## src/rtl/fcc_pkg.sv

```systemverilog
`timescale 1ns / 1ps
// Package for the full-convolution FIR core: widths, register codes, stage tag
// and sequencer state. No dependencies.
package fcc_pkg;

  localparam int TAPS_DEF        = 16;
  localparam int SAMPLE_BITS_DEF = 16;

  localparam int COEF_W      = 16;
  localparam int RES_W       = 36;
  localparam int COEF_LANES  = 4;
  localparam int COEF_WORDS  = 4;
  localparam int COEF_MAX    = COEF_LANES * COEF_WORDS;

  localparam int CFG_IDX_W   = 3;
  localparam int CFG_DATA_W  = 64;
  localparam int TAP_COUNT_W = 5;

  localparam logic [TAP_COUNT_W-1:0] TAP_COUNT_RST = 5'd16;

  localparam logic [CFG_IDX_W-1:0] REG_TAP_COUNT = 3'd0;
  localparam logic [CFG_IDX_W-1:0] REG_COEF_0    = 3'd1;

  typedef struct packed {
    logic valid;
    logic eos;
  } tag_t;

  typedef enum logic {
    ST_STREAM,
    ST_FLUSH
  } fcc_state_e;

endpackage

```

## src/rtl/fcc_tap_cell.sv

```systemverilog
`timescale 1ns / 1ps
// One tap of the delay chain: a sample register fed by its neighbor and a
// registered coefficient product. Depends on fcc_pkg.
module fcc_tap_cell #(
  parameter int SAMPLE_BITS = fcc_pkg::SAMPLE_BITS_DEF
) (
  input  logic                                       clk_i,
  input  logic                                       rst_ni,
  input  logic                                       shift_i,
  input  logic                                       zero_i,
  input  logic signed [SAMPLE_BITS-1:0]              sample_i,
  input  logic signed [fcc_pkg::COEF_W-1:0]          coef_i,
  input  logic                                       load_i,
  output logic signed [SAMPLE_BITS-1:0]              sample_o,
  output logic signed [fcc_pkg::COEF_W+SAMPLE_BITS-1:0] product_o
);

  logic signed [SAMPLE_BITS-1:0]                     delay_q, delay_d;
  logic signed [fcc_pkg::COEF_W+SAMPLE_BITS-1:0]     product_q, product_d;

  always_comb begin
    delay_d = delay_q;
    if (shift_i) begin
      delay_d = zero_i ? '0 : sample_i;
    end
  end

  assign product_d = coef_i * delay_q;

  always_ff @(posedge clk_i or negedge rst_ni) begin
    if (!rst_ni) begin
      delay_q <= '0;
    end else begin
      delay_q <= delay_d;
    end
  end

  always_ff @(posedge clk_i) begin
    if (load_i) begin
      product_q <= product_d;
    end
  end

  assign sample_o  = delay_q;
  assign product_o = product_q;

endmodule

```

## config.mk

```make
export PLATFORM = sky130hd
export DESIGN_NAME = fcc_tap_cell
export DESIGN_NICKNAME = d
export VERILOG_FILES = /design/src/rtl/fcc_pkg.sv /design/src/rtl/fcc_tap_cell.sv
export SDC_FILE = /design/constraint.sdc
export NUM_CORES = 1
export LEC_CHECK = 0
export BUFFER_PORTS_ARGS = -buffer_cell sky130_fd_sc_hd__buf_4
export CAP_MARGIN = 5
export CORE_ASPECT_RATIO = 0.8
export CORE_MARGIN = 5
export CORE_UTILIZATION = 45
export CTS_CLUSTER_DIAMETER = 150
export DETAILED_ROUTE_END_ITERATION = 6
export HOLD_SLACK_MARGIN = 0.1
export PLACE_DENSITY = 0.64
export SETUP_SLACK_MARGIN = 0.3
export SLEW_MARGIN = 20
export SYNTH_ARGS = -nofsm -noshare
export SYNTH_HDL_FRONTEND = slang
export SYNTH_SLANG_ARGS = --single-unit
```

## constraint.sdc

```tcl
create_clock -name clk_i -period 8 [get_ports clk_i]
set_input_delay 0.8 -clock clk_i [delete_from_list [all_inputs] [get_ports clk_i]]
set_output_delay 0.8 -clock clk_i [all_outputs]
set_load 0.03 [all_outputs]
```

==> metrics.md <==
| Metric | Value |
|---|---|
| Status | finished clean |
| Vias post-DR | ~8000 |
| TritonCTS clock tree | yes |
| Post-synth cell types | 47 |
| Final clock skew | 6.37 ps |
| HPWL after DPL | 23.4 mm |
| Sink Count | 48 |
| Clk_lat worst skew | 310 ps |
| Logic pwr share | 84.8% |
| DRC | 0 |
| Worst path cell trace | nand2_1 -> fa_1 -> inv_1 -> fa_1 -> fa_1 -> fa_1 -> fa_1 -> inv_1 -> fa_1 -> inv_1 -> ha_1 -> and3_1 -> nand3_1 -> or4b_1 -> a21oi_1 -> o41ai_2 -> o2111ai_1 -> a21oi_1 -> xnor2_1 |
| Least-Margin Pin Slew | 817 ps |
| Synth Net Count | 1576 |
| Setup TNS | 0 ps |
| Tcrit/Tclk final | 87.8% |
| Max clock buf depth | 2 |
| Max H-tree Level | 2 |
| Vias/cell | 5.05 |
| Post-synth top area share | between 40% and 50% |
| DR WL/cell | 18.2 um |
| Synthesized instance count | ~1200 |
| Diode count | 0 |
| Num rows | 52 |
| Final min period | 7020 ps |
| Critical path class | reg2reg |
| Fmax | 0.142 GHz |
| Setup Viol. Count Final | 0 |
| Placer Congestion | 0.875 |
| Antenna violations before repair | 0 |
| GRT Total Usage | 20.6% |
| CTS Hold Buffers Added | 0 |
| RSZ-0062 raised after global routing | no |
| Max transition margin | 45.6% |
| Max cap viols | 0 |
| Core ar. | 0.0253 mm^2 |
| Startpoint Class | flop |
| Cts repair resizes | 0 |
| CP dominant cell by count | fa_1 |
| Reg area | 0.00136 mm^2 |
| Yosys reg bits | 48 |
| CTS root buffer | clkbuf_16 |
| Crit-path max FO | 18 |
| Setup ws final | 976 ps |
| Die area | 0.0290 mm^2 |
| Synth Warn # | 0 |
| CP endpoint kind | flop |
| Fin. Hold Viols | 0 |
| Post-synth EDFFs | 32 |
| Initial core utilization | between 40 and 50% |
| Die width | 189 um |
| DRT iter0 DRCs | 516 |
| Sequential power share | 11.1% |
| VDD IR-drop max | approximately 0.00036 V |
| Drt first pass iters | 5 |
| Slew Viols, Final | 0 |
| Hold crit path type | in2async |
| Post-CTS Setup Repair Bufs | 0 |
| Share of cells above drive strength 1 | 8.27% |
| CTS Buf Count | 5 |
| Sequential area share after synthesis | 11.8% |
| Final ANT Viol Nets | 0 |
| Final wirelength | ~29 mm |
| Clk slew on worst S/H paths | around 80 ps |
| Port-buffer cells | between 80 and 90 |
| Share of flip-flops with an asynchronous set or reset | 33.3% |
| Switch Pwr | 2.91 mW |
| Pin count of the biggest net entering global routing | 33 |
| Synth area leaders | fa_1 (45%), inv_1 (9.9%), ha_1 (8.9%) |
| Area delta synth->final | 8.93% |
| Primary FF master, synth | edfxtp_1 |
| Number of fill cells | 2352 |
| Overflow after GRT | 0 |
| I/O pins | 85 |
| First-pass GRT wire length | 47.1 mm |
| Die H | 153 um |
| Clk network pwr share | a little over 4% |
| Pre-CTS setup slack | 800 ps |
| Power Dens Cells | 437 mW/mm^2 |
| Fin nets | 1625 |
| CP max-delay cell | dfrtp_1 |
| Area of the mapped netlist | 0.0116 mm^2 |
| Pleak | 6.48 nW |
| Critical Path AT | between 7000 and 8000 ps |
| Syn Area/Cell | 9.67 um^2 |
| Internal power | 2.60 mW |
| Switching Share | roughly 53% |
| Cell taking the most area after synthesis | fa_1 |
| Multi-input logic area | 0.00888 mm^2 |
| Critical path's largest stage delay | 870 ps |
| Number of global-route vias before repair | 8355 |
| Worst EP required | approximately 8100 ps |
==> through the flow <==
step	cell area, um^2	hold WS [ps]	utilization (%)	total power [mW]	cells
3_3_place_gp	12400	668	49.2	5.26	1561
6_report	12600	342	49.7	5.50	1569
4_1_cts	12600	339	49.7	5.54	1569
3_5_place_dp	12400	672	49.2	5.21	1561
2_1_floorplan	11600	504	-	4.03	1195
5_1_grt	12600	350	49.7	6.12	1569
==> worst paths after layout <==
kind | cells after the start | start | endpoint | slack (ps)
hold reg to reg | 2 | sample_o[2] | sample_o[2] | 800
min in group clk_i | 3 | sample_i[15] | sample_o[15] | 730
setup / recovery | 19 | sample_o[4] | product_o[30] | 980
hold / removal | 1 | rst_ni | sample_o[7] | 340
max in group asynchronous | 1 | rst_ni | sample_o[8] | 7480
setup reg to reg | 19 | sample_o[4] | product_o[30] | 980
==> final cells by class <==
class / instances / area share, %
multi-input cells: 797 / 70.5
flip-flops and latches: 48 / 10.8
inverters: 305 / 9.10
repair buffers: 87 / 5.19
well taps: 324 / 3.22
clock buffers: 5 / 0.994
clock inverters: 3 / 0.169
==> cell usage in the layout, fill, tap and decap left out, types with 6 or more instances in the layout <==
cell type,n
a21o_1,18
and3_1,6
nor2_1,26
a21oi_1,17
nand2_1,132
ha_1,82
a31oi_1,7
inv_1,305
buf_4,87
nand3b_1,16
fa_1,262
xnor2_1,27
dfrtp_1,16
xor2_1,10
o21ai_0,22
edfxtp_1,32
and2_1,122
==> power by group through the flow <==
stage                     registers (mW)  logic, mW  clock network [mW]
final                              0.610       4.67               0.227
after global routing               0.622       5.25               0.248
after detailed placement           0.614       4.59                   0
after global placement             0.616       4.65                   0
after floorplan                    0.744       3.29                   0
after CTS                          0.614       4.69               0.238
==> registers in the layout (all words and copies together) (netlist names) <==
name and flops:
sample_o 16, product_o 32
==> critical path: cells and delay by family (launching register included) <==
| kind | cells | cell delay (ps) |
|---|---|---|
| AOI/OAI and AO/OA | 4 | 770 |
| xor gates and xnor gates | 1 | 140 |
| adders and majority gates | 7 | 3660 |
| buffers and inverters | 3 | 170 |
| DFF | 1 | 870 |
| and+or+nand+nor | 4 | 1180 |
==> Yosys cell counts (2+ instances only) <==
library cell    n
o21ai_0        22
a21o_1         18
edfxtp_1       32
ha_1           82
xnor2_1        27
o21bai_1        4
and2_1        122
a31oi_1         7
fa_1          262
xor2_1         10
nand4_1         3
o31ai_1         2
nand3b_1       16
a21oi_1        17
o21a_1          2
dfrtp_1        16
nand2b_1        4
and3_1          6
nor3_1          5
or4b_1          2
nand3_1         5
a21oi_2         2
nand2_1       132
o211ai_1        2
nor2_1         26
inv_1         305
or2_2           2
clkbuf_1       43
==> metal layers <==
metal	GRT usage, %	wire (um)	vias to the layer above
met4	2.71	190	0
met2	28.8	11900	259
met5	0	0	-
met1	33.3	14200	4030
li1	-	-	3624
met3	4.88	2220	14
==> cell families after synthesis <==
family | after synthesis | share of synthesized area, %
adders and majority gates | 344 | 54.3
buffers and inverters | 350 | 11.4
and+or+nand+nor | 328 | 14.5
AOI/OAI and AO/OA | 88 | 5.21
xor gates and xnor gates | 37 | 2.80
DFF | 48 | 11.8
Power figures use the tool's default switching activity.
